$ cat config.mk
export PLATFORM = sky130hd
export DESIGN_NAME = preemptive_priority_scheduler
export DESIGN_NICKNAME = d
export VERILOG_FILES = /design/src/pps_pkg.sv /design/src/pps_ram.sv /design/src/pps_pick.sv /design/src/preemptive_priority_scheduler.sv
export SDC_FILE = /design/constraint.sdc
export NUM_CORES = 2
export LEC_CHECK = 0
export ABC_CLOCK_PERIOD_IN_PS = 15800
export BUFFER_PORTS_ARGS = -buffer_cell sky130_fd_sc_hd__buf_2
export CAP_MARGIN = 20
export CORE_UTILIZATION = 47
export DETAILED_ROUTE_END_ITERATION = 8
export SLEW_MARGIN = 5
export SYNTH_ARGS = -nofsm -noshare
export SYNTH_HDL_FRONTEND = slang
export SYNTH_SLANG_ARGS = --single-unit
$ cat constraint.sdc
create_clock -name clk -period 15.8 [get_ports clk]
set_input_delay 1.58 -clock clk [delete_from_list [all_inputs] [get_ports clk]]
set_output_delay 1.58 -clock clk [all_outputs]
set_load 0.02 [all_outputs]
$ cat src/pps_pkg.sv
// Shared constants, types and state codes for the preemptive priority scheduler.
`timescale 1ns / 1ps
package pps_pkg;

    localparam int MAX_PROC = 16;
    localparam int IDX_W    = $clog2(MAX_PROC);
    localparam int CNT_W    = $clog2(MAX_PROC + 1);

    localparam int ID_W   = 8;
    localparam int TIME_W = 12;
    localparam int PRI_W  = 8;
    localparam int TICK_W = 17;
    localparam int SUM_W  = 21;

    // static record: id, arrival, burst, priority
    localparam int REC_W = ID_W + TIME_W + TIME_W + PRI_W;
    // dynamic record: remaining service, completion tick
    localparam int DYN_W = TIME_W + TICK_W;

    typedef enum logic [3:0] {
        ST_LOAD = 4'b0001,
        ST_SCAN = 4'b0010,
        ST_UPD  = 4'b0100,
        ST_OUT  = 4'b1000
    } state_t;

    typedef struct packed {
        logic              found;
        logic [IDX_W-1:0]  idx;
        logic [TIME_W-1:0] arrival;
        logic [TIME_W-1:0] burst;
        logic [TIME_W-1:0] remaining;
    } pps_best_t;

endpackage

$ cat src/pps_ram.sv
// Generic single-write, single-read RAM with registered read data.
`timescale 1ns / 1ps
module pps_ram #(
    parameter int WIDTH = 8,
    parameter int DEPTH = 16
) (
    input  logic                     clk,
    input  logic                     we,
    input  logic [$clog2(DEPTH)-1:0] waddr,
    input  logic [WIDTH-1:0]         wdata,
    input  logic [$clog2(DEPTH)-1:0] raddr,
    output logic [WIDTH-1:0]         rdata
);

    logic [WIDTH-1:0] mem [DEPTH];
    logic [WIDTH-1:0] rdata_reg;

    // write port and registered read port
    always_ff @(posedge clk)
    begin
        if (we)
        begin
            mem[waddr] <= wdata;
        end
        rdata_reg <= mem[raddr];
    end

    assign rdata = rdata_reg;

endmodule

$ cat src/pps_pick.sv
// Selection unit: tracks the best ready process over one table scan.
`timescale 1ns / 1ps
module pps_pick (
    input  logic                          clk,
    input  logic                          rst_n,
    input  logic                          clear,
    input  logic                          in_valid,
    input  logic [pps_pkg::IDX_W-1:0]     in_idx,
    input  logic [pps_pkg::TIME_W-1:0]    in_arrival,
    input  logic [pps_pkg::TIME_W-1:0]    in_burst,
    input  logic [pps_pkg::PRI_W-1:0]     in_priority,
    input  logic [pps_pkg::TIME_W-1:0]    in_remaining,
    input  logic [pps_pkg::TICK_W-1:0]    tick,
    output pps_pkg::pps_best_t            best
);

    logic                            found_reg;
    logic [pps_pkg::IDX_W-1:0]       idx_reg;
    logic [pps_pkg::TIME_W-1:0]      arrival_reg;
    logic [pps_pkg::TIME_W-1:0]      burst_reg;
    logic [pps_pkg::TIME_W-1:0]      remaining_reg;
    logic [pps_pkg::PRI_W-1:0]       best_pri_reg;
    logic                            ready;
    logic                            better;

    // ready: arrived and still needs service
    assign ready = ({{(pps_pkg::TICK_W - pps_pkg::TIME_W){1'b0}}, in_arrival} <= tick)
                   && (in_remaining != '0);

    // higher priority wins; ties go to the earlier arrival, then load order
    assign better = !found_reg
                    || (in_priority > best_pri_reg)
                    || ((in_priority == best_pri_reg) && (in_arrival < arrival_reg));

    // hold found flag under reset, payload follows the winner
    always_ff @(posedge clk or negedge rst_n)
    begin
        if (!rst_n)
        begin
            found_reg <= 1'b0;
        end
        else if (clear)
        begin
            found_reg <= 1'b0;
        end
        else if (in_valid && ready && better)
        begin
            found_reg <= 1'b1;
        end
    end

    always_ff @(posedge clk)
    begin
        if (!clear && in_valid && ready && better)
        begin
            idx_reg       <= in_idx;
            arrival_reg   <= in_arrival;
            burst_reg     <= in_burst;
            remaining_reg <= in_remaining;
            best_pri_reg  <= in_priority;
        end
    end

    assign best = {found_reg, idx_reg, arrival_reg, burst_reg, remaining_reg};

endmodule

$ cat src/preemptive_priority_scheduler.sv
// Run: after the last record, each simulated tick scans the record RAMs, then updates
// the selected process. Results then stream one per cycle over the output scan.
// Throughput: one record per cycle while loading; busy stays high during the run.
// Reset: asynchronous active-low; clears counts, tick, sums and control state.
// Results carry a one-cycle strobe and cannot be stalled by the receiver.
`timescale 1ns / 1ps
module preemptive_priority_scheduler (
    input  logic                         clk,
    input  logic                         rst_n,
    input  logic                         start,
    output logic                         busy,
    input  logic [pps_pkg::ID_W-1:0]     process_id,
    input  logic [pps_pkg::TIME_W-1:0]   arrival_time,
    input  logic [pps_pkg::TIME_W-1:0]   burst_time,
    input  logic [pps_pkg::PRI_W-1:0]    priority_level,
    input  logic                         last_process,
    output logic                         result_valid,
    output logic [pps_pkg::ID_W-1:0]     result_id,
    output logic [pps_pkg::TICK_W-1:0]   completion_time,
    output logic [pps_pkg::TICK_W-1:0]   turnaround_time,
    output logic [pps_pkg::TICK_W-1:0]   waiting_time,
    output logic [pps_pkg::SUM_W-1:0]    total_turnaround,
    output logic [pps_pkg::SUM_W-1:0]    total_waiting,
    output logic                         last_result
);

    localparam int PAD_W = pps_pkg::TICK_W - pps_pkg::TIME_W;

    pps_pkg::state_t                 state_reg, state_next;
    logic [pps_pkg::CNT_W-1:0]       loaded_reg, loaded_next;
    logic [pps_pkg::CNT_W-1:0]       finished_reg, finished_next;
    logic [pps_pkg::TICK_W-1:0]      tick_reg, tick_next;
    logic [pps_pkg::SUM_W-1:0]       tat_sum_reg, tat_sum_next;
    logic [pps_pkg::SUM_W-1:0]       wt_sum_reg, wt_sum_next;
    logic [pps_pkg::CNT_W-1:0]       iss_reg, iss_next;
    logic                            pend_reg;
    logic [pps_pkg::IDX_W-1:0]       pend_idx_reg;
    logic                            valid_reg;

    logic                            accept;
    logic                            room;
    logic                            load_we;
    logic                            issue;
    logic                            upd_we;
    logic                            dyn_we;
    logic [pps_pkg::IDX_W-1:0]       dyn_waddr;
    logic [pps_pkg::DYN_W-1:0]       dyn_wdata;
    logic [pps_pkg::REC_W-1:0]       rec_rdata;
    logic [pps_pkg::DYN_W-1:0]       dyn_rdata;

    logic [pps_pkg::ID_W-1:0]        rd_id;
    logic [pps_pkg::TIME_W-1:0]      rd_arrival;
    logic [pps_pkg::TIME_W-1:0]      rd_burst;
    logic [pps_pkg::PRI_W-1:0]       rd_priority;
    logic [pps_pkg::TIME_W-1:0]      rd_remaining;
    logic [pps_pkg::TICK_W-1:0]      rd_completion;

    pps_pkg::pps_best_t              best;
    logic [pps_pkg::TICK_W-1:0]      tick_inc;
    logic [pps_pkg::TIME_W-1:0]      rem_dec;
    logic                            rem_done;
    logic [pps_pkg::TICK_W-1:0]      upd_tat;
    logic [pps_pkg::TICK_W-1:0]      upd_wt;
    logic [pps_pkg::TICK_W-1:0]      out_tat;
    logic [pps_pkg::TICK_W-1:0]      out_wt;

    assign busy    = (state_reg != pps_pkg::ST_LOAD);
    assign accept  = start && !busy;
    assign room    = (loaded_reg < pps_pkg::CNT_W'(pps_pkg::MAX_PROC));
    assign load_we = accept && room;
    assign issue   = ((state_reg == pps_pkg::ST_SCAN) || (state_reg == pps_pkg::ST_OUT))
                     && (iss_reg < loaded_reg);
    assign upd_we  = (state_reg == pps_pkg::ST_UPD) && best.found;

    // update arithmetic for the selected process
    assign tick_inc = tick_reg + 1'b1;
    assign rem_dec  = best.remaining - 1'b1;
    assign rem_done = (rem_dec == '0);
    assign upd_tat  = tick_inc - {{PAD_W{1'b0}}, best.arrival};
    assign upd_wt   = upd_tat - {{PAD_W{1'b0}}, best.burst};

    // dynamic RAM write: initial load or service update
    assign dyn_we    = load_we || upd_we;
    assign dyn_waddr = load_we ? loaded_reg[pps_pkg::IDX_W-1:0] : best.idx;
    assign dyn_wdata = load_we ? {burst_time, {PAD_W{1'b0}}, arrival_time}
                               : {rem_dec, tick_inc};

    pps_ram #(
        .WIDTH (pps_pkg::REC_W),
        .DEPTH (pps_pkg::MAX_PROC)
    ) u_rec_ram (
        .clk   (clk),
        .we    (load_we),
        .waddr (loaded_reg[pps_pkg::IDX_W-1:0]),
        .wdata ({process_id, arrival_time, burst_time, priority_level}),
        .raddr (iss_reg[pps_pkg::IDX_W-1:0]),
        .rdata (rec_rdata)
    );

    pps_ram #(
        .WIDTH (pps_pkg::DYN_W),
        .DEPTH (pps_pkg::MAX_PROC)
    ) u_dyn_ram (
        .clk   (clk),
        .we    (dyn_we),
        .waddr (dyn_waddr),
        .wdata (dyn_wdata),
        .raddr (iss_reg[pps_pkg::IDX_W-1:0]),
        .rdata (dyn_rdata)
    );

    assign {rd_id, rd_arrival, rd_burst, rd_priority} = rec_rdata;
    assign {rd_remaining, rd_completion}               = dyn_rdata;

    pps_pick u_pick (
        .clk          (clk),
        .rst_n        (rst_n),
        .clear        (state_reg == pps_pkg::ST_UPD),
        .in_valid     (pend_reg && (state_reg == pps_pkg::ST_SCAN)),
        .in_idx       (pend_idx_reg),
        .in_arrival   (rd_arrival),
        .in_burst     (rd_burst),
        .in_priority  (rd_priority),
        .in_remaining (rd_remaining),
        .tick         (tick_reg),
        .best         (best)
    );

    // sequence load, scan, update and result phases
    always_comb
    begin
        state_next    = state_reg;
        loaded_next   = loaded_reg;
        finished_next = finished_reg;
        tick_next     = tick_reg;
        tat_sum_next  = tat_sum_reg;
        wt_sum_next   = wt_sum_reg;
        iss_next      = issue ? iss_reg + 1'b1 : iss_reg;
        case (state_reg)
            pps_pkg::ST_LOAD:
            begin
                iss_next = '0;
                if (load_we)
                begin
                    loaded_next = loaded_reg + 1'b1;
                    if (burst_time == '0)
                    begin
                        finished_next = finished_reg + 1'b1;
                    end
                end
                if (accept && last_process)
                begin
                    state_next = (finished_next == loaded_next) ? pps_pkg::ST_OUT
                                                                : pps_pkg::ST_SCAN;
                end
            end
            pps_pkg::ST_SCAN:
            begin
                if ((iss_reg == loaded_reg) && !pend_reg)
                begin
                    state_next = pps_pkg::ST_UPD;
                end
            end
            pps_pkg::ST_UPD:
            begin
                tick_next = tick_inc;
                iss_next  = '0;
                if (upd_we && rem_done)
                begin
                    finished_next = finished_reg + 1'b1;
                    tat_sum_next  = tat_sum_reg + {{(pps_pkg::SUM_W - pps_pkg::TICK_W){1'b0}},
                                                   upd_tat};
                    wt_sum_next   = wt_sum_reg + {{(pps_pkg::SUM_W - pps_pkg::TICK_W){1'b0}},
                                                  upd_wt};
                end
                state_next = (finished_next == loaded_reg) ? pps_pkg::ST_OUT
                                                           : pps_pkg::ST_SCAN;
            end
            pps_pkg::ST_OUT:
            begin
                if ((iss_reg == loaded_reg) && !pend_reg)
                begin
                    state_next    = pps_pkg::ST_LOAD;
                    loaded_next   = '0;
                    finished_next = '0;
                    tick_next     = '0;
                    tat_sum_next  = '0;
                    wt_sum_next   = '0;
                end
            end
            default:
            begin
                state_next = pps_pkg::ST_LOAD;
            end
        endcase
    end

    // advance control state
    always_ff @(posedge clk or negedge rst_n)
    begin
        if (!rst_n)
        begin
            state_reg    <= pps_pkg::ST_LOAD;
            loaded_reg   <= '0;
            finished_reg <= '0;
            tick_reg     <= '0;
            tat_sum_reg  <= '0;
            wt_sum_reg   <= '0;
            iss_reg      <= '0;
            pend_reg     <= 1'b0;
            valid_reg    <= 1'b0;
        end
        else
        begin
            state_reg    <= state_next;
            loaded_reg   <= loaded_next;
            finished_reg <= finished_next;
            tick_reg     <= tick_next;
            tat_sum_reg  <= tat_sum_next;
            wt_sum_reg   <= wt_sum_next;
            iss_reg      <= iss_next;
            pend_reg     <= issue;
            valid_reg    <= pend_reg && (state_reg == pps_pkg::ST_OUT);
        end
    end

    // track the index of the read in flight
    always_ff @(posedge clk)
    begin
        if (issue)
        begin
            pend_idx_reg <= iss_reg[pps_pkg::IDX_W-1:0];
        end
    end

    // result arithmetic
    assign out_tat = rd_completion - {{PAD_W{1'b0}}, rd_arrival};
    assign out_wt  = out_tat - {{PAD_W{1'b0}}, rd_burst};

    // hold each result transaction for one cycle
    always_ff @(posedge clk)
    begin
        if (pend_reg && (state_reg == pps_pkg::ST_OUT))
        begin
            result_id        <= rd_id;
            completion_time  <= rd_completion;
            turnaround_time  <= out_tat;
            waiting_time     <= out_wt;
            total_turnaround <= tat_sum_reg;
            total_waiting    <= wt_sum_reg;
            last_result      <= ({1'b0, pend_idx_reg} == (loaded_reg - 1'b1));
        end
    end

    assign result_valid = valid_reg;

endmodule

==> out/results.txt <==
IO Port Bufs -> 147
clock tree from TritonCTS -> done
Crit-path slowest cell -> sky130_fd_sc_hd__dfrtp_1
Post-Synth Adder-Cell Area -> 3.06%
flop and latch count out of synthesis -> 1,408
Final Power -> 7640 µW
area of the multi-input gates -> 15,200 µm²
total wire length -> 136,000 µm
CTS resizes -> 0
Clk Latency, worst-skew pair -> 0.77 ns
kind of cell with the highest combined delay on the critical path -> compound AO/OA/AOI/OAI gates
total buffers and inverters traversed by the critical path -> 1
compound-gate portion of the synthesized area -> 3.52%
Post-synth ARST share -> 5.75%
die extent in x -> 350 µm
final critical-path setup slack -> 9.37 ns
proportion of total power due to net switching -> 20.3%
Worst Path Required -> 16.45 ns
setup total negative slack -> 0 ns
hold violation count in the final report -> 0
power density of the placed cells -> 117 nW/µm²
post-synthesis instance area -> 57,100 µm²
number of antenna violations at the first check in global routing -> 15
clock network fraction of design power -> 45.3%
cell leakage power -> 0.0209 µW
clock slew seen by the registers of the worst setup and hold paths -> 0.06 ns
Crit Path Category -> register to register
maximum number of pins on one net before global-route repair -> 141
Max IR drop VDD -> 0.000109 V
fmax -> 156 MHz
Hold WC Path Type -> register to register
pre-CTS setup slack -> 9.42 ns
area overhead of the layout relative to synthesis -> 14.2%
max-cap violation count -> 0
estimated wirelength of the detail-placed design -> 77,600 µm
area of the core region -> 120,000 µm²
layout cells sized above 1 -> 24.4%
postcts setup bufs -> 0
Synth Area in Simple Gates -> 3.99%
number of nets produced by synthesis -> 3,231
part of the cycle the worst path needs -> 40.7%
measured slew at the worst slew-check pin -> 1.07 ns
count of boundary I/O pins -> 148
final slew viol count -> 0
DR pass1 iterations -> 5
Synth Warn # -> 0
sequential area share after synthesis -> 72.2%
# setup viols final -> 0
combinational power share -> 1.8%
biggest fanout along the worst timing path -> 8
unrepaired setup endpoints after global routing -> false
max incr delay on CP -> 0.51 ns
internal power of the cells -> 6090 µW
final weighted congestion in routability-driven placement -> 0.905
WHS Path Cells -> 0
xor and xnor area share after synthesis -> 1.83%
total area of sequential cells -> 41,200 µm²
path length in cells of the critical path -> 26
status -> finished, final reports clean
clk sinks -> 1,408
count of cell types in the netlist -> 70
most used flip-flop cell after synthesis -> sky130_fd_sc_hd__edfxtp_1
TritonCTS Buffers -> 146
number of enable flip-flop cells after synthesis -> 1,258
detail-routed via count per cell -> 5.86
leading cell types by count after synthesis -> 1,258 x sky130_fd_sc_hd__edfxtp_1, 345 x sky130_fd_sc_hd__mux4_2, 133 x sky130_fd_sc_hd__nor2_1, 130 x sky130_fd_sc_hd__ha_1, 119 x sky130_fd_sc_hd__inv_1
global router's overall resource usage -> 22.4%
most frequent cell after synthesis -> sky130_fd_sc_hd__edfxtp_1
Slew Limit Headroom -> 28.7%
cell count after synthesis -> 3,051
Mapped Avg Cell Area -> 18.7 µm²
Routed Antenna Nets -> 0
most area-hungry cell type in the Yosys netlist -> sky130_fd_sc_hd__edfxtp_1
clock tree root driver cell -> sky130_fd_sc_hd__clkbuf_16
final worst path period need -> 6.43 ns
dominant cells by area after synthesis -> sky130_fd_sc_hd__edfxtp_1 66%, sky130_fd_sc_hd__mux4_2 14%, sky130_fd_sc_hd__dfrtp_1 3.5%
Sequential Power Share -> 53.0%
count of unresolved DRC violations after routing -> 0
final net count -> 3,481
max FFs per register -> 640
initial detailed-routing violation count -> 2,598
cells on worst reg2reg path -> 26
area of the die -> 123,000 µm²
Worst Clk Skew -> 0.0511 ns
H-tree level count -> 4
vias in the first global route -> 30,446
number of placement rows -> 127
grt total ovfl -> 0
effective utilization at floorplan -> 47.5%
Critical Path Start Type -> register
Die Y-Extent -> 350 µm
area fraction of the dominant cell type after synthesis -> 66.2%
global-route wire length before repair -> 199,000 µm
number of filler instances in the final layout -> 9,368
Net Switching -> 1550 µW
wire length per cell after detailed routing -> 26.9 µm
count of vias placed by the detailed router -> 29,530
combinational family with the most area after synthesis -> multiplexers
post-synthesis mux area share -> 13.8%
hold_buf cts -> 0
buffer levels on the longest clock path -> 3
kind of capture point of the worst setup path -> register
worst path arrival time -> 7.08 ns
[per-stage QoR]
step / utilization (%) / std cells / cell area [µm²] / hold WS, ns
finish: 54.3 / 5041 / 65200 / 0.403
global route: 54.3 / 5039 / 65200 / 0.408
CTS: 54.2 / 5028 / 65100 / 0.405
detailed placement: 50.1 / 4754 / 60200 / 0.390
global placement: 50.1 / 4752 / 60100 / 0.393
floorplan: - / 3051 / 57100 / 0.386
[kinds of logic (layout without fill, tap and decap cells)]
group,after synthesis,count (layout)
compound gates,324,324
xor+xnor,119,119
fa+ha+maj,136,136
buf+inv,239,615
flops,1408,1408
mux,357,357
other cells,0,2
simple gates,468,468
[power groups by stage]
stage                     Clock (µW)  Combinational [µW]  Sequential [µW]
after floorplan                    0                83.6             4120
after global placement             0                 131             4120
after detailed placement           0                 135             4120
after CTS                       3530                 136             4050
after global routing            3670                 148             4040
final                           3460                 134             4050
[final cells by class]
class                   count  share of cell area [%]
clock buffers             189                    6.04
multi-input cells        1404                    23.4
well taps                1612                    3.09
repair buffers            222                    2.09
diodes                      2                 0.00768
inverters                 119                   0.685
clock inverters            85                    1.49
flip-flops and latches   1408                    63.2
[placed cells by master, fill, tap and decap left out, drive strengths merged, types with 8 or more instances in the layout]
cell type	Yosys	routed
o211ai	8	8
a21oi	64	64
buf	38	219
o21ai	116	116
a31oi	13	13
nor4	13	13
o31ai	13	13
nor2	133	133
nor2b	21	21
nand2	98	98
dfrtp	80	80
a211oi	15	15
xnor2	81	81
a21o	23	23
nand4	16	16
clkbuf	82	192
inv	119	125
ha	130	130
o21a	20	20
clkinv	0	64
xor2	38	38
mux4	345	345
nand3	80	80
dfxtp	69	69
nand2b	24	24
edfxtp	1258	1258
and3	14	14
nor3	29	29
bufinv	0	13
mux2i	11	11
[final timing paths]
path,startpoint,end,slack [ns]
max,tick_reg[0],wt_sum_reg[18],9.37
min,u_rec_ram.rdata[39],result_id[7],0.40
max reg2reg,tick_reg[0],wt_sum_reg[18],9.37
min reg2reg,u_rec_ram.rdata[39],result_id[7],0.40
max in group asynchronous,rst_n,iss_reg[1],13.78
min in group asynchronous,rst_n,wt_sum_reg[3],0.66
[per-layer routing]
layer,up-vias,wire length (µm),track usage [%]
li1,12752,-,-
met1,15507,56300,30.2
met2,1037,66200,37.0
met3,216,8870,4.03
met4,18,4090,7.54
met5,-,111,0
(Power assumes the default switching activity.)
